## src/sv/dcf77_pulse_frame_decoder_defines.svh

```systemverilog
// Assertion macros shared by the pulse frame decoder RTL.
`ifndef DCF77_PULSE_FRAME_DECODER_DEFINES_SVH
`define DCF77_PULSE_FRAME_DECODER_DEFINES_SVH

// Same-cycle implication, checked at every rising edge outside reset.
`define DCF77PFD_ASSERT_IMP(label, clk, rst, ante, cons, msg) \
   label: assert property (@(posedge clk) disable iff (rst) (ante) |-> (cons)) else $error(msg);

// Next-cycle implication, checked at every rising edge outside reset.
`define DCF77PFD_ASSERT_NXT(label, clk, rst, ante, cons, msg) \
   label: assert property (@(posedge clk) disable iff (rst) (ante) |=> (cons)) else $error(msg);

`endif

```

## src/sv/dcf77pfd_pkg.sv

```systemverilog
// Types, constants and helper functions of the pulse frame decoder.
`default_nettype none

package dcf77pfd_pkg;

   // Default number of bits in one minute frame.
   localparam int FRAME_BITS_DEFAULT = 59;

   // Each frame is held in a word of this many bits; frame 1 starts at this offset.
   localparam int FRAME_WORD_BITS = 64;
   localparam int WRITE_POS_W     = $clog2(2 * FRAME_WORD_BITS);

   // Bit positions of the time fields within a frame.
   localparam int MINUTE_LSB = 21;
   localparam int HOUR_LSB   = 29;
   localparam int DAY_LSB    = 36;
   localparam int MONTH_LSB  = 45;
   localparam int YEAR_LSB   = 50;

   // Register reset values.
   localparam logic [15:0] SYNC_LOW_RESET  = 16'd1750;
   localparam logic [15:0] SYNC_HIGH_RESET = 16'd1950;
   localparam logic [15:0] GAP_LOW_RESET   = 16'd750;
   localparam logic [15:0] GAP_HIGH_RESET  = 16'd950;
   localparam logic [15:0] ZERO_LOW_RESET  = 16'd50;
   localparam logic [15:0] SPLIT_RESET     = 16'd150;
   localparam logic [15:0] ONE_HIGH_RESET  = 16'd250;

   typedef enum logic [2:0] {
      CSR_INVERT_POLARITY   = 3'd0,
      CSR_SYNC_LOW_MS       = 3'd1,
      CSR_SYNC_HIGH_MS      = 3'd2,
      CSR_GAP_LOW_MS        = 3'd3,
      CSR_GAP_HIGH_MS       = 3'd4,
      CSR_ZERO_LOW_MS       = 3'd5,
      CSR_ZERO_ONE_SPLIT_MS = 3'd6,
      CSR_ONE_HIGH_MS       = 3'd7
   } csr_index_type;

   typedef enum logic [1:0] {
      STATUS_OK           = 2'd0,
      STATUS_TIME_SET     = 2'd1,
      STATUS_TIMING_ERROR = 2'd2
   } status_type;

   typedef struct packed {
      logic [5:0] hour;
      logic [6:0] minute;
      logic [5:0] day;
      logic [4:0] month;
      logic [7:0] year;
   } stamp_type;

   // Weighted BCD: the low nibble counts 1, 2, 4, 8 and the high nibble 10, 20, 40, 80.
   function automatic logic [7:0] bcd_value(input logic [7:0] raw);
      logic [7:0] tens;
      tens = {1'b0, raw[7:4], 3'b000} + {3'b000, raw[7:4], 1'b0};
      return {4'b0000, raw[3:0]} + tens;
   endfunction

endpackage

`default_nettype wire

```

## src/sv/dcf77pfd_req_if.sv

```systemverilog
// Input channel carrying one edge event per item.
`default_nettype none

interface dcf77pfd_req_if;
   logic        valid;
   logic        ready;
   logic        edge_level;
   logic [15:0] duration_ms;

   modport source (output valid, output edge_level, output duration_ms, input ready);
   modport sink   (input valid, input edge_level, input duration_ms, output ready);
endinterface

`default_nettype wire

```

## src/sv/dcf77pfd_rsp_if.sv

```systemverilog
// Result channel carrying the status and decoded time of one item.
`default_nettype none

interface dcf77pfd_rsp_if;
   logic       valid;
   logic       ready;
   logic [1:0] status;
   logic [5:0] hour;
   logic [6:0] minute;
   logic [5:0] day;
   logic [4:0] month;
   logic [7:0] year;

   modport source (output valid, output status, output hour, output minute,
                   output day, output month, output year, input ready);
   modport sink   (input valid, input status, input hour, input minute,
                   input day, input month, input year, output ready);
endinterface

`default_nettype wire

```

## src/sv/dcf77pfd_decode.sv

```systemverilog
// Weighted BCD decoder of the time fields of one stored minute frame.
`default_nettype none

module dcf77pfd_decode (
   input  wire logic [dcf77pfd_pkg::FRAME_WORD_BITS-1:0] frame,
   output dcf77pfd_pkg::stamp_type                        stamp
);
   import dcf77pfd_pkg::*;

   logic [7:0] minute_bcd;
   logic [7:0] hour_bcd;
   logic [7:0] day_bcd;
   logic [7:0] month_bcd;
   logic [7:0] year_bcd;

   // Each field keeps only its own bits; unused tens weights read as zero.
   assign minute_bcd = bcd_value({1'b0,   frame[MINUTE_LSB +: 7]});
   assign hour_bcd   = bcd_value({2'b00,  frame[HOUR_LSB   +: 6]});
   assign day_bcd    = bcd_value({2'b00,  frame[DAY_LSB    +: 6]});
   assign month_bcd  = bcd_value({3'b000, frame[MONTH_LSB  +: 5]});
   assign year_bcd   = bcd_value(frame[YEAR_LSB +: 8]);

   assign stamp.minute = minute_bcd[6:0];
   assign stamp.hour   = hour_bcd[5:0];
   assign stamp.day    = day_bcd[5:0];
   assign stamp.month  = month_bcd[4:0];
   assign stamp.year   = year_bcd;

endmodule

`default_nettype wire

```

## src/sv/dcf77_pulse_frame_decoder.sv

```systemverilog
// Top level of the DCF77 pulse frame decoder.
//
// The block takes one edge event per item (the level after the edge and the
// milliseconds since the previous edge) and returns exactly one result item for
// each: status 0 when all is well, 2 on a timing error, and 1 when two
// consecutive minute frames agree one minute apart, in which case the hour,
// minute, day, month and year fields carry the decoded time; otherwise those
// fields are zero. An item is registered on acceptance, worked on by the
// classification, frame storage and decode logic, and placed in the result
// register; one item is taken every clock cycle while the result is taken or
// the result register is free. That rate is set by the single stage of logic
// between the input register and the result register, which also updates the
// frame store and kept time, so each item sees the state that its predecessor
// left. The input side keeps accepting while a finished result waits, and
// stalls only when both registers are full and the result is not taken. The
// timing thresholds and the polarity are written through the csr_ port and
// should be changed only while no item is in flight.
`default_nettype none

`include "dcf77_pulse_frame_decoder_defines.svh"

module dcf77_pulse_frame_decoder #(
   parameter int FRAME_BITS = dcf77pfd_pkg::FRAME_BITS_DEFAULT
) (
   input  wire logic        clock,
   input  wire logic        reset,
   input  wire logic        csr_we,
   input  wire logic [2:0]  csr_index,
   input  wire logic [15:0] csr_wdata,
   dcf77pfd_req_if.sink     req_chan,
   dcf77pfd_rsp_if.source   rsp_chan
);
   import dcf77pfd_pkg::*;

   // The receive count runs up to two full frames.
   localparam int BR_W = $clog2(2 * FRAME_BITS + 1);
   localparam logic [BR_W-1:0] ONE_FRAME  = BR_W'(FRAME_BITS);
   localparam logic [BR_W-1:0] TWO_FRAMES = BR_W'(2 * FRAME_BITS);
   localparam logic [WRITE_POS_W-1:0] FRAME1_START = WRITE_POS_W'(FRAME_WORD_BITS);

   // Configuration registers.
   logic        invert_ff;
   logic [15:0] sync_low_ff, sync_high_ff, gap_low_ff, gap_high_ff;
   logic [15:0] zero_low_ff, split_ff, one_high_ff;

   // Input register.
   logic        in_valid_ff, in_valid_in;
   logic        in_level_ff;
   logic [15:0] in_duration_ff;

   // Result register.
   logic       out_valid_ff, out_valid_in;
   status_type status_ff, status_in;
   stamp_type  stamp_ff, stamp_in;

   // Receiver state.
   logic [FRAME_WORD_BITS-1:0] frame_ff [2];
   logic [FRAME_WORD_BITS-1:0] frame_in [2];
   logic [BR_W-1:0]        bits_ff, bits_in;
   logic                   sync_seen_ff, sync_seen_in;
   logic [WRITE_POS_W-1:0] wpos_ff, wpos_in;
   stamp_type              kept_ff, kept_in;

   logic      advance;
   stamp_type first_stamp;
   stamp_type second_stamp;

   // The item in the input register moves on whenever the result register is free
   // or is being emptied in the same cycle.
   assign advance        = in_valid_ff && (!out_valid_ff || rsp_chan.ready);
   assign req_chan.ready = !in_valid_ff || advance;

   assign in_valid_in  = (req_chan.valid && req_chan.ready) ? 1'b1 :
                         (advance ? 1'b0 : in_valid_ff);
   assign out_valid_in = advance ? 1'b1 : (rsp_chan.ready ? 1'b0 : out_valid_ff);

   dcf77pfd_decode u_decode_first (
      .frame (frame_ff[0]),
      .stamp (first_stamp)
   );

   dcf77pfd_decode u_decode_second (
      .frame (frame_ff[1]),
      .stamp (second_stamp)
   );

   // Classification of the registered edge, frame storage and minute comparison.
   always_comb begin
      logic                   level;
      logic [BR_W-1:0]        bits_v;
      logic                   sync_v;
      logic [WRITE_POS_W-1:0] wpos_v;
      logic                   is_zero;
      logic                   is_one;
      logic [5:0]             bit_sel;
      logic                   word_sel;
      logic                   next_minute;

      frame_in[0]  = frame_ff[0];
      frame_in[1]  = frame_ff[1];
      bits_in      = bits_ff;
      sync_seen_in = sync_seen_ff;
      wpos_in      = wpos_ff;
      kept_in      = kept_ff;
      status_in    = STATUS_OK;
      stamp_in     = '0;

      level    = in_level_ff ^ invert_ff;
      bits_v   = bits_ff;
      sync_v   = sync_seen_ff;
      wpos_v   = wpos_ff;
      bit_sel  = '0;
      word_sel = 1'b0;
      is_zero  = (in_duration_ff > zero_low_ff) && (in_duration_ff < split_ff);
      is_one   = !is_zero && (in_duration_ff > split_ff) && (in_duration_ff < one_high_ff);
      next_minute = ({1'b0, kept_ff.minute} + 8'd1) == {1'b0, second_stamp.minute};

      if (advance) begin
         if (!level) begin
            // End of a gap: either the minute mark or an ordinary second gap.
            // A gap inside the ordinary window changes nothing.
            if ((in_duration_ff > sync_low_ff) && (in_duration_ff < sync_high_ff)) begin
               sync_seen_in = 1'b1;
               priority if (bits_ff == ONE_FRAME) begin
                  kept_in = first_stamp;
               end else if (bits_ff == TWO_FRAMES) begin
                  if (next_minute && (kept_ff.hour == second_stamp.hour) &&
                      (kept_ff.day == second_stamp.day) &&
                      (kept_ff.month == second_stamp.month) &&
                      (kept_ff.year == second_stamp.year)) begin
                     status_in = STATUS_TIME_SET;
                     stamp_in  = second_stamp;
                  end else begin
                     // No agreement: the newer frame becomes the reference.
                     frame_in[0] = frame_ff[1];
                     bits_in     = ONE_FRAME;
                     kept_in     = second_stamp;
                  end
               end else begin
                  bits_in = '0;
               end
            end else if ((in_duration_ff < gap_low_ff) || (in_duration_ff > gap_high_ff)) begin
               bits_in      = '0;
               sync_seen_in = 1'b0;
               status_in    = STATUS_TIMING_ERROR;
            end
         end else begin
            // End of a data pulse: decide where the bit goes, then store it.
            if (((bits_ff == ONE_FRAME) && !sync_seen_ff) || (bits_ff == TWO_FRAMES)) begin
               bits_v = '0;
               sync_v = 1'b0;
            end else if (bits_ff == ONE_FRAME) begin
               wpos_v = FRAME1_START;
            end
            if (bits_v == '0) begin
               wpos_v = '0;
            end
            wpos_in = wpos_v;

            if (is_zero || is_one) begin
               word_sel = wpos_v[WRITE_POS_W-1];
               bit_sel  = wpos_v[5:0];
               // Entering a new byte clears it, so stale bits never survive.
               if (bit_sel[2:0] == 3'b000) begin
                  frame_in[word_sel] = frame_in[word_sel] &
                                       ~({{(FRAME_WORD_BITS-8){1'b0}}, 8'hFF} << bit_sel);
               end
               if (is_one) begin
                  frame_in[word_sel] = frame_in[word_sel] |
                                       ({{(FRAME_WORD_BITS-1){1'b0}}, 1'b1} << bit_sel);
               end
               wpos_in      = wpos_v + WRITE_POS_W'(1);
               bits_in      = bits_v + BR_W'(1);
               sync_seen_in = sync_v;
            end else begin
               bits_in      = '0;
               sync_seen_in = 1'b0;
               status_in    = STATUS_TIMING_ERROR;
            end
         end
      end
   end

   // Configuration writes.
   always_ff @(posedge clock) begin
      if (reset) begin
         invert_ff    <= 1'b0;
         sync_low_ff  <= SYNC_LOW_RESET;
         sync_high_ff <= SYNC_HIGH_RESET;
         gap_low_ff   <= GAP_LOW_RESET;
         gap_high_ff  <= GAP_HIGH_RESET;
         zero_low_ff  <= ZERO_LOW_RESET;
         split_ff     <= SPLIT_RESET;
         one_high_ff  <= ONE_HIGH_RESET;
      end else if (csr_we) begin
         unique case (csr_index_type'(csr_index))
            CSR_INVERT_POLARITY:   invert_ff    <= csr_wdata[0];
            CSR_SYNC_LOW_MS:       sync_low_ff  <= csr_wdata;
            CSR_SYNC_HIGH_MS:      sync_high_ff <= csr_wdata;
            CSR_GAP_LOW_MS:        gap_low_ff   <= csr_wdata;
            CSR_GAP_HIGH_MS:       gap_high_ff  <= csr_wdata;
            CSR_ZERO_LOW_MS:       zero_low_ff  <= csr_wdata;
            CSR_ZERO_ONE_SPLIT_MS: split_ff     <= csr_wdata;
            CSR_ONE_HIGH_MS:       one_high_ff  <= csr_wdata;
         endcase
      end
   end

   // Handshake and receiver state.
   always_ff @(posedge clock) begin
      if (reset) begin
         in_valid_ff  <= 1'b0;
         out_valid_ff <= 1'b0;
         frame_ff[0]  <= '0;
         frame_ff[1]  <= '0;
         bits_ff      <= '0;
         sync_seen_ff <= 1'b0;
         wpos_ff      <= '0;
         kept_ff      <= '{hour: 6'd0, minute: 7'd0, day: 6'd1, month: 5'd1, year: 8'd16};
      end else begin
         in_valid_ff  <= in_valid_in;
         out_valid_ff <= out_valid_in;
         frame_ff[0]  <= frame_in[0];
         frame_ff[1]  <= frame_in[1];
         bits_ff      <= bits_in;
         sync_seen_ff <= sync_seen_in;
         wpos_ff      <= wpos_in;
         kept_ff      <= kept_in;
      end
   end

   // Payload registers.
   always_ff @(posedge clock) begin
      if (req_chan.valid && req_chan.ready) begin
         in_level_ff    <= req_chan.edge_level;
         in_duration_ff <= req_chan.duration_ms;
      end
      if (advance) begin
         status_ff <= status_in;
         stamp_ff  <= stamp_in;
      end
   end

   assign rsp_chan.valid  = out_valid_ff;
   assign rsp_chan.status = status_ff;
   assign rsp_chan.hour   = stamp_ff.hour;
   assign rsp_chan.minute = stamp_ff.minute;
   assign rsp_chan.day    = stamp_ff.day;
   assign rsp_chan.month  = stamp_ff.month;
   assign rsp_chan.year   = stamp_ff.year;

   // A time is only reported one minute after a kept minute, so never at minute zero.
   `DCF77PFD_ASSERT_IMP(a_set_minute_nonzero, clock, reset, out_valid_ff && (status_ff == STATUS_TIME_SET), stamp_ff.minute != 7'd0, "time set with minute zero")
   // The receive count never passes two full frames.
   `DCF77PFD_ASSERT_IMP(a_bits_bounded, clock, reset, 1'b1, bits_ff <= TWO_FRAMES, "receive count beyond two frames")
   // A timing error restarts reception and forgets the minute mark.
   `DCF77PFD_ASSERT_NXT(a_error_restarts, clock, reset, advance && (status_in == STATUS_TIMING_ERROR), (bits_ff == '0) && !sync_seen_ff, "timing error did not restart reception")

endmodule

`default_nettype wire
```

## src/flat_wrapper.sv

```systemverilog
// flat-port wrapper written by rule: the top's interface ports become plain ports
module dcf77_pulse_frame_decoder_flat import dcf77pfd_pkg::*;
#(
   parameter int FRAME_BITS = dcf77pfd_pkg::FRAME_BITS_DEFAULT
)
  (clock, reset, csr_we, csr_index, csr_wdata, req_chan_valid, req_chan_edge_level, req_chan_duration_ms, req_chan_ready, rsp_chan_valid, rsp_chan_status, rsp_chan_hour, rsp_chan_minute, rsp_chan_day, rsp_chan_month, rsp_chan_year, rsp_chan_ready);
  dcf77pfd_req_if req_chan_i ();
  dcf77pfd_rsp_if rsp_chan_i ();
  input  wire logic clock;
  input  wire logic reset;
  input  wire logic csr_we;
  input  wire logic [2:0] csr_index;
  input  wire logic [15:0] csr_wdata;
  input wire logic [$bits(req_chan_i.valid)-1:0] req_chan_valid;
  input wire logic [$bits(req_chan_i.edge_level)-1:0] req_chan_edge_level;
  input wire logic [$bits(req_chan_i.duration_ms)-1:0] req_chan_duration_ms;
  output wire logic [$bits(req_chan_i.ready)-1:0] req_chan_ready;
  output wire logic [$bits(rsp_chan_i.valid)-1:0] rsp_chan_valid;
  output wire logic [$bits(rsp_chan_i.status)-1:0] rsp_chan_status;
  output wire logic [$bits(rsp_chan_i.hour)-1:0] rsp_chan_hour;
  output wire logic [$bits(rsp_chan_i.minute)-1:0] rsp_chan_minute;
  output wire logic [$bits(rsp_chan_i.day)-1:0] rsp_chan_day;
  output wire logic [$bits(rsp_chan_i.month)-1:0] rsp_chan_month;
  output wire logic [$bits(rsp_chan_i.year)-1:0] rsp_chan_year;
  input wire logic [$bits(rsp_chan_i.ready)-1:0] rsp_chan_ready;
  assign req_chan_i.valid = req_chan_valid;
  assign req_chan_i.edge_level = req_chan_edge_level;
  assign req_chan_i.duration_ms = req_chan_duration_ms;
  assign req_chan_ready = req_chan_i.ready;
  assign rsp_chan_valid = rsp_chan_i.valid;
  assign rsp_chan_status = rsp_chan_i.status;
  assign rsp_chan_hour = rsp_chan_i.hour;
  assign rsp_chan_minute = rsp_chan_i.minute;
  assign rsp_chan_day = rsp_chan_i.day;
  assign rsp_chan_month = rsp_chan_i.month;
  assign rsp_chan_year = rsp_chan_i.year;
  assign rsp_chan_i.ready = rsp_chan_ready;
  dcf77_pulse_frame_decoder #(.FRAME_BITS(FRAME_BITS)) u_core (.clock(clock), .reset(reset), .csr_we(csr_we), .csr_index(csr_index), .csr_wdata(csr_wdata), .req_chan(req_chan_i), .rsp_chan(rsp_chan_i));
endmodule
```

## config.mk

```make
export PLATFORM = sky130hd
export DESIGN_NAME = dcf77_pulse_frame_decoder_flat
export DESIGN_NICKNAME = d
export VERILOG_FILES = /design/src/sv/dcf77pfd_pkg.sv /design/src/sv/dcf77pfd_req_if.sv /design/src/sv/dcf77pfd_rsp_if.sv /design/src/sv/dcf77pfd_decode.sv /design/src/sv/dcf77_pulse_frame_decoder.sv /design/src/flat_wrapper.sv
export VERILOG_INCLUDE_DIRS = /design/src /design/src/sv
export SDC_FILE = /design/constraint.sdc
export NUM_CORES = 1
export LEC_CHECK = 0
export BUFFER_PORTS_ARGS = -buffer_cell sky130_fd_sc_hd__buf_4
export CORE_ASPECT_RATIO = 0.5
export CORE_MARGIN = 8
export CORE_UTILIZATION = 56
export CTS_CLUSTER_DIAMETER = 150
export DETAILED_ROUTE_END_ITERATION = 6
export PLACE_DENSITY = 0.74
export SETUP_SLACK_MARGIN = 0.05
export SLEW_MARGIN = 20
export SYNTH_ARGS = -nofsm -noshare
export SYNTH_HDL_FRONTEND = slang
export SYNTH_SLANG_ARGS = --single-unit
export TNS_END_PERCENT = 50
```

## constraint.sdc

```tcl
create_clock -name clock -period 6.1 [get_ports clock]
set_clock_uncertainty 0.05 [all_clocks]
set_input_delay 0 -clock clock [delete_from_list [all_inputs] [get_ports clock]]
set_output_delay 0 -clock clock [all_outputs]
set_load 0.03 [all_outputs]
```

After elaboration in Yosys (flattened, before gate mapping)
Memories as Yosys holds them, arrays and structs flattened.
Cells that the tools add are included.
{"block": "totals", "ramBits": 128, "out_inout_bits": 36, "n_memories": 1, "in_bits": 41, "reg_bits": 213}
{"memory": "u_core.frame_ff", "words": 2, "width": 64, "read_ports": 2, "rd_ports_with_merged_regs": 0, "write_ports": 2, "line_no": "dcf77_pulse_frame_decoder.sv:57", "source": "logic [FRAME_WORD_BITS-1:0] frame_ff [2];"}
{"block": "op_classes", "eq_ne": 18, "n_bitwise": 11, "reduce_logical": 41, "shifts": 2, "addsub": 23, "order_cmp": 10, "mux": 63}
{"op": "2-to-1 mux 64 bit", "n": 15}
{"op": "2-to-1 mux 128 bit", "n": 7}
{"op": "bitwise mux 128 bit", "n": 2}
{"op": "2-to-1 mux 7 bit", "n": 16}
{"op": "2-to-1 mux 32 bit", "n": 3}
{"op": "bitwise AND 64 bit", "n": 1}
{"op": "demux 64 bit (select 1 bit)", "n": 1}
{"op": "> comparator 16 bit", "n": 4}
{"op": "less-than comparator 16 bit", "n": 4}
{"op": "NOT 64 bit", "n": 1}
{"op": "bitwise OR 64 bit", "n": 1}
{"op": "left shift 1 x 6 -> 64 bit (first input constant)", "n": 1}
{"op": "left shift 8 x 6 -> 64 bit (first input constant)", "n": 1}
{"op": "adder 4 x 6 -> 6 bit", "n": 4}
{"op": "adder 5 x 3 -> 6 bit", "n": 4}
{"op": "AND reduction 2 bit", "n": 9}
{"op": "adder 4 x 8 -> 8 bit", "n": 2}
{"op": "adder 7 x 5 -> 8 bit", "n": 2}
{"op": "adder 4 x 7 -> 7 bit", "n": 2}
{"op": "adder 6 x 4 -> 7 bit", "n": 2}
{"op": "adder 7 x 1 -> 7 bit (second input constant)", "n": 2}
{"op": "2-to-1 mux 1 bit", "n": 13}
{"op": "equality test 3 bit (second input constant)", "n": 4}
{"op": "equality test 6 bit", "n": 2}
{"op": "32 further kinds", "n": 65}

Logic depth before layout (Yosys ltp)
Gate-level depths: netlist of the first run.
{"block": "depth", "word_depth": 30, "depth_mapped": 23, "depth_no_buf": 18}

By module
A second synthesis of the first run with hierarchy kept.
{"block": "unflattened", "hier_cells": 2295, "area_unflattened_um2": 19622.6}
{"mod": "dcf77_pulse_frame_decoder", "cells_per_inst": 2144, "seq_area_each_um2": 7337.0, "n_inst": 1, "area_each_um2": 18247.5}
{"mod": "dcf77pfd_decode (u_core.u_decode_second)", "cells_per_inst": 84, "seq_area_each_um2": 0.0, "n_inst": 1, "area_each_um2": 723.2}
{"mod": "dcf77pfd_decode (u_core.u_decode_first)", "cells_per_inst": 67, "seq_area_each_um2": 0.0, "n_inst": 1, "area_each_um2": 651.9}

Worst setup path after synthesis of the first run
No wires, ideal clock.
{"block": "synth_timing", "path_type": "register -> register", "start": "register u_core.bits_ff[2]", "end": "memory u_core.frame_ff[0][56]", "required_ns": 5.922, "path_stages_with_launch": 22, "arrival_time_ns": 4.024, "setup_slack_ns": 1.898, "cell_sequence": "dfxtp_1 clkbuf_1 nand4bb_1 or2_2 clkbuf_1 clkbuf_1 nor2_1 nor2_1 nand2_1 ha_1 o32ai_1 clkbuf_1 nand2_1 ha_1 nor2b_1 nand2b_1 a21oi_1 o2bb2ai_1 nand2_1 o311a_1 a221oi_1 nor2_1"}
{"item": "from (decl)", "line_no": "dcf77_pulse_frame_decoder.sv:59", "source": "logic [BR_W-1:0] bits_ff, bits_in;"}
{"item": "from (signal assigned)", "line_no": "dcf77_pulse_frame_decoder.sv:225", "source": "bits_ff <= bits_in;"}
{"item": "to (decl)", "line_no": "dcf77_pulse_frame_decoder.sv:57"}

==> impl_metrics.csv, run 1 <==
group,metric,value,unit
synthesis,synth_area_leaders,"dfxtp_1 (28%), ha_1 (12%), edfxtp_1 (9.3%)",
hold_path,hold_class,"in2reg",
synthesis,ys.flop_type,"dfxtp_1",
worst_setup_path,crit_arrival,5.26,ns
sta,finalHoldViolCount,0,
drt,num_vias,14800,
sta,min_period,4.89,ns
clock_network,insertion_delay,0.56,ns
sta,worstMarginPinSlew,1.13,ns
clock_network,clock_path_buffers,3,
cells_and_area,n_antenna_cell,0,
placed_design,place_congestion,0.981,
clock_network,numCtsBuffers,26,
clock_network,clock_sinks,277,
worst_setup_path,reg2reg_to,"u_core.frame_ff[0][53]$_SDFFE_PP0P_",
placed_design,hpwl,32900,um
worst_setup_path,end_kind,"register",
synthesis,synth_common_cells,"nand2_1 (330), dfxtp_1 (226), a21oi_1 (199), ha_1 (163), inv_1 (145)",
synthesis,synth-compound-area-share,20.4,%
cells_and_area,final_nets,2262,
drt,wirelength,47400,um
placed_design,placed_area,17300,um2
cells_and_area,layout-drive-gt1-share,7.94,%
worst_setup_path,path_class,"reg2reg",
clock_network,tritoncts,"done",
outcome,status,"complete, no violations",
global_route,grt_max_degree,70,
synthesis,ys_ff_latch,277,
drt,drt_iter0_drc,1414,
drt,via_per_inst,6.00,
cells_and_area,fin_area,18600,um2
clock_network,clock-root-buffer,"clkbuf_16",
floorplan,placementRows,44,
floorplan,die_h,137,um
synthesis,syn_area,16400,um2
worst_setup_path,reg2reg_slack,1.21,ns
synthesis,synth_xor_area_share,3.57,%
drt,route.antenna.remaining_nets,0,
job,drv_cap,0,
synthesis,ys_types,71,
sta,setup_violations,0,
pwr,leakagePower,7.39,nW
placed_design,place_inst,2366,
synthesis,synth_top_cell_by_area,"dfxtp_1",
synthesis,syn_inst,1971,
floorplan,io_pins,77,
hold_path,whs_path_depth,5,
floorplan,start_util,56.7,%
global_route,grt_pass1_vias,13700,
cells_and_area,synthToLayoutAreaGrowth,13.2,%
synthesis,yosys_warnings,0,
hold_path,min_from,"csr_index[2]",
sta,fin_tns_setup,0,ns
sta,drv_slew,0,
floorplan,dieArea,35300,um2
sta,slew_headroom,24.4,%
synthesis,yosys.area_share.simple,18.5,%
worst_setup_path,critPathRequiredTime,6.47,ns
synthesis,synth_top_family_by_area,"compound AO/OA/AOI/OAI gates",
synthesis,ys_seq_area_share,36.9,%
global_route,grtUsageTotal,26.2,%
hold_path,holdPathEnd,"u_core.sync_high_ff[11]$_SDFFE_PP0P_",
global_route,grt_antenna_before_repair,0,
drt,wl_per_cell,19.3,um
worst_setup_path,start_kind,"register",
worst_setup_path,worst-path-max-fanout,32,
cells_and_area,instances_no_fill,2457,
placed_design,portBuffers,76,
pwr,powerDensity,218,nW/um2
drt,drt_first_pass_iters,5,
global_route,grt_remaining_overflow,0,
floorplan,fp.dieW,258,um
clock_network,ctsHtreeMaxLevel,1,
synthesis,synth_mux_area_share,0.977,%
synthesis,synth_fa_ha_area_share,13.9,%
worst_setup_path,timing.rr.start,"u_core.bits_ff[2]$_SDFFE_PP0P_",
synthesis,synthArstFlopShare,0,%
synthesis,synth.most_common_cell,"nand2_1",
synthesis,netlist.area_leader.share,27.6,%
global_route,grt_pass1_wl,74900,um
synthesis,synth_edf_count,51,
sta,fmax,204,MHz
clock_network,clkTransAtPathRegs,0.07,ns
synthesis,avgSynthCellArea,8.32,um2
worst_setup_path,rr_worst_depth,19,
drt,drc_errors,0,
sta,rsz0062_at_grt,"false",
pwr,peakVddDrop,185,uV
floorplan,coreArea,28900,um2
sta,post-route-period-util,80.2,%
synthesis,syn-num-nets,2187,
routing by layer:
layer,share of wire [%],vias up,track usage (%)
met5,0,-,0
met1,43,6917,34.4
met4,3.1,0,8.37
li1,-,7091,-
met2,46,638,44.0
met3,8.4,105,4.47
state kept, by name (all words and copies together), names as in the netlist:
register	flops
u_core.frame_ff	64
u_core.kept_ff	32
u_core.gap_high_ff	16
u_core.gap_low_ff	16
u_core.in_duration_ff	16
u_core.one_high_ff	16
u_core.split_ff	16
u_core.sync_high_ff	16
u_core.sync_low_ff	16
u_core.zero_low_ff	16
u_core.rsp_chan.year	8
u_core.bits_ff	7
u_core.rsp_chan.minute	7
u_core.wpos_ff	7
u_core.rsp_chan.day	6
u_core.rsp_chan.hour	6
u_core.rsp_chan.month	5
u_core.rsp_chan.status	2
u_core.in_level_ff	1
u_core.in_valid_ff	1
u_core.invert_ff	1
u_core.rsp_chan.valid	1
u_core.sync_seen_ff	1
worst max-delay path: stages, from the launching register on:
cell and delay, ns:
dfxtp_1 0.39, nand4bb_1 0.26, or2_2 0.59, nor2_1 0.27
nor2_1 0.10, nand2_1 0.13, ha_1 0.26, o32ai_1 0.11
buf_4 0.23, nand2_1 0.15, ha_1 0.28, nor2b_1 0.33
nand2b_1 0.12, a21oi_1 0.20, o2bb2ai_1 0.37, nand3_1 0.36
a32oi_1 0.26, nor2_1 0.06, a21oi_1 0.13, a21oi_1 0.08
final cells by class:
| cell class | instances | area, um2 |
|---|---|---|
| Multi-Input combinational cell | 1456 | 9430 |
| Tap cell | 391 | 489 |
| Clock inverter | 9 | 65.1 |
| Inverter | 145 | 544 |
| Sequential cell | 277 | 6060 |
| Timing Repair Buffer | 140 | 1160 |
| Clock buffer | 39 | 812 |
| Fill cell | 2502 | 10300 |
per-stage QoR:
stage | power [mW] | hold WS [ns] | setup slack [ns] | util [%]
after floorplan | 2.22 | 0.0489 | 1.90 | -
after global placement | 2.36 | 0.128 | 1.57 | 59.7
after detailed placement | 2.37 | 0.130 | 1.36 | 59.7
after CTS | 4.06 | 0.0568 | 1.34 | 64.2
after global routing | 4.18 | 0.108 | 0.940 | 64.2
final | 4.05 | 0.0780 | 1.21 | 64.2
cell usage in the layout, fill, tap and decap left out, types with 22 or more instances in the layout:
cell	n
nand4_1	24
nand2b_1	22
nand2_1	330
xor2_1	24
nand3_1	49
a21o_1	33
o21ai_0	98
dlygate4sd3_1	43
buf_4	97
ha_1	163
clkbuf_16	28
edfxtp_1	51
a21oi_1	198
inv_1	143
nor3_1	24
nor2_1	135
xnor2_1	31
o211ai_1	52
dfxtp_1	226
repair_timing:
item / 4_1_cts / 5_1_grt
endpoints found under the hold margin: 150 / 0
resized for setup: 0 / 0
setup buffers: 0 / 0
hold buffers: 43 / 0
how the worst max path moves through the flow:
stage / start / to / slack, ns
after floorplan: u_core.bits_ff[2]$_SDFFE_PP0P_ / u_core.frame_ff[0][56]$_SDFFE_PP0P_ / 1.90
after global placement: u_core.bits_ff[2]$_SDFFE_PP0P_ / u_core.frame_ff[0][29]$_SDFFE_PP0P_ / 1.57
after detailed placement: u_core.bits_ff[2]$_SDFFE_PP0P_ / u_core.frame_ff[0][29]$_SDFFE_PP0P_ / 1.36
after CTS: u_core.bits_ff[2]$_SDFFE_PP0P_ / u_core.frame_ff[0][29]$_SDFFE_PP0P_ / 1.34
after global routing: u_core.bits_ff[2]$_SDFFE_PP0P_ / u_core.frame_ff[0][29]$_SDFFE_PP0P_ / 0.94
final: u_core.bits_ff[2]$_SDFFE_PP0P_ / u_core.frame_ff[0][53]$_SDFFE_PP0P_ / 1.21
cells by family (layout without fill, tap and decap cells):
logic type	count (synthesis)	count (layout)
and+or+nand+nor	675	675
AOI/OAI and AO/OA	530	530
DFF	277	277
buffers and inverters	238	333
adders and majority gates	175	175
xor gates and xnor gates	60	60
muxes	16	16
power by group:
| group | total (mW) | internal [mW] | switching [mW] |
|---|---|---|---|
| registers | 1.95 | 1.91 | 0.0421 |
| clock network | 1.69 | 0.958 | 0.733 |
| logic | 0.410 | 0.151 | 0.258 |
No activity file was read; power rests on OpenSTA's default activity.
==> run 2, diff against run 1 <==
- clock period: 6.1 -> 4.6 ns (I/O delays scaled with it)
==> run 2 against run 1 <==
- the flow now finishes with violations (design-rule violations)
- total power rose by 34%
- via count hardly changed
- global-route usage down 0.34 points
- design area rose by 0.90%
- sequential share of layout area fell by 0.29 points
- critical path type unchanged
- critical endpoint is now u_core.bits_ff[4]$_SDFFE_PP0P_
==> impl_metrics.csv, run 2 (synthesis gave the netlist of run 1 again) <==
group,metric,value,unit
worst_setup_path,worst-path-max-fanout,8,
worst_setup_path,cp_common_cell,"fa_1",
sta,setup_violations,0,
worst_setup_path,start_kind,"register",
outcome,violations,"design-rule violations",
cells_and_area,n_antenna_cell,0,
cells_and_area,final_cell_mix,"nand2_1 (330), dfxtp_1 (226), a21oi_1 (197), ha_1 (163), inv_1 (143)",
cells_and_area,multiInputGateArea,9460,um2
floorplan,coreArea,28900,um2
drt,drc_errors,2,
hold_path,min_from,"req_chan_duration_ms[8]",
sta,post-route-period-util,95.2,%
cells_and_area,post-route-util,64.8,%
cells_and_area,fillers,2474,
clock_network,clock_sinks,277,
clock_network,clock-root-buffer,"clkbuf_16",
cells_and_area,top_regs,"u_core.frame_ff (64), u_core.kept_ff (32)",
cells_and_area,top_register,"u_core.frame_ff",
pwr,powerDensity,290,nW/um2
worst_setup_path,timing.rr.start,"u_core.frame_ff[0][88]$_SDFFE_PP0P_",
global_route,grt_max_degree,76,
cells_and_area,largest_reg_flops,64,
cells_and_area,synthToLayoutAreaGrowth,14.2,%
placed_design,place_congestion,0.982,
sta,rsz0062_at_grt,"false",
outcome,status,"finished with violations",
sta,drv_slew,0,
pwr,leakagePower,7.48,nW
drt,wirelength,47100,um
floorplan,dieArea,35300,um2
global_route,grt_antenna_before_repair,0,
clock_network,tritoncts,"done",
hold_path,hold_class,"in2reg",
worst_setup_path,cp_cell_sequence,"fa_1 > inv_1 > fa_1 > xor2_2 > xor3_1 > nor4_1 > nand4_1 > or3_1 > o31ai_1 > a21o_1 > nand2b_1 > o32ai_1",
pwr,peakVddDrop,234,uV
placed_design,portBuffers,76,
sta,fin_tns_setup,0,ns
sta,slew_headroom,35.7,%
clock_network,ctsHtreeMaxLevel,1,
floorplan,fp.dieW,258,um
global_route,grtUsageTotal,25.9,%
drt,drt_first_pass_iters,7,
drt,drt_iter0_drc,1484,
job,drv_cap,0,
floorplan,die_h,137,um
global_route,grt_remaining_overflow,0,
worst_setup_path,cpMaxStageDelayCell,"fa_1",
cells_and_area,final_nets,2279,
cells_and_area,seqCellArea,6060,um2
global_route,grt_pass1_vias,13500,
drt,via_per_inst,5.96,
drt,num_vias,14800,
sta,whs,0.108,ns
worst_setup_path,slowest_delay,0.57,ns
sta,fmax,228,MHz
clock_network,clkTransAtPathRegs,0.07,ns
floorplan,io_pins,77,
worst_setup_path,path_class,"reg2reg",
floorplan,start_util,56.7,%
clock_network,clock_path_buffers,3,
worst_setup_path,crit_arrival,4.73,ns
worst_setup_path,end_kind,"register",
drt,route.antenna.remaining_nets,0,
worst_setup_path,worstSetupStartpoint,"u_core.frame_ff[0][88]$_SDFFE_PP0P_",
sta,min_period,4.38,ns
cells_and_area,layout_commonest_cell,"nand2_1",
floorplan,placementRows,44,
sta,worstMarginPinSlew,0.963,ns
worst_setup_path,critPathRequiredTime,4.95,ns
cells_and_area,layout-drive-gt1-share,8.88,%
placed_design,hpwl,33300,um
drt,wl_per_cell,19.0,um
sta,finalHoldViolCount,0,
clock_network,insertion_delay,0.56,ns
clock_network,numCtsBuffers,27,
global_route,grt_pass1_wl,74000,um
-- run 2: changes by cell type in the layout (fill, tap and decap cells not counted), sizes merged --
cell,previous run,this run
buf,97,115
bufinv,1,3
dlygate4sd3,43,41
clkbuf,39,38
inv,144,145
-- run 2: metrics by stage --
step | setup WS (ns) | instance area (um2) | total power, mW | std cells
6_report | 0.222 | 18700 | 5.44 | 2475
5_1_grt | 0.0531 | 18700 | 5.62 | 2475
4_1_cts | 0.265 | 18700 | 5.45 | 2475
3_5_place_dp | 0.268 | 17400 | 3.15 | 2384
3_3_place_gp | 0.364 | 17400 | 3.14 | 2384
2_1_floorplan | 0.398 | 16400 | 2.94 | 1971
-- run 2: timing repair --
| item | in CTS | in global routing |
|---|---|---|
| hold endpoints to repair | 145 | 0 |
| hold buffers | 41 | 0 |
| gates resized for setup | 0 | 5 |
| setup endpoints to repair | 0 | 40 |
| setup buffers | 0 | 0 |
-- run 2: worst paths after layout --
kind / cells past startpoint / end / slack, ns
hold / removal: 2 / u_core.in_duration_ff[8]$_DFFE_PP_ / 0.11
setup reg to reg: 12 / u_core.bits_ff[4]$_SDFFE_PP0P_ / 0.22
setup / recovery: 12 / u_core.bits_ff[4]$_SDFFE_PP0P_ / 0.22
hold reg to reg: 2 / u_core.one_high_ff[12]$_SDFFE_PP0P_ / 0.40
-- run 2: routing by layer --
| layer | vias to the layer above | GRT usage, % | wire length, um |
|---|---|---|---|
| li1 | 7140 | - | - |
| met1 | 6865 | 34.4 | 20400 |
| met2 | 644 | 42.9 | 21200 |
| met3 | 106 | 4.18 | 4050 |
| met4 | 0 | 8.40 | 1470 |
| met5 | - | 0 | 0 |
-- run 2: area by class of cell --
cell class                      instances  area share, %
Timing Repair Buffer                  156           6.87
Clock inverter                         12          0.722
Tap cell                              391           2.61
Multi-Input combinational cell       1456           50.5
Clock buffer                           38           4.05
Inverter                              145           2.91
Sequential cell                       277           32.3
-- run 2: report_power, final --
part	switching (mW)	internal [mW]
clock	0.988	1.32
combinational	0.343	0.207
sequential	0.0532	2.53
-- run 2: worst max-delay path, delay by kind of cell (launching register included) --
kind,cells,cell delay [ns]
buffers and inverters,1,0.07
DFF,1,0.34
AOI/OAI and AO/OA,3,1.06
xor gates and xnor gates,2,0.57
and+or+nand+nor,4,1.12
adders and majority gates,2,1.04
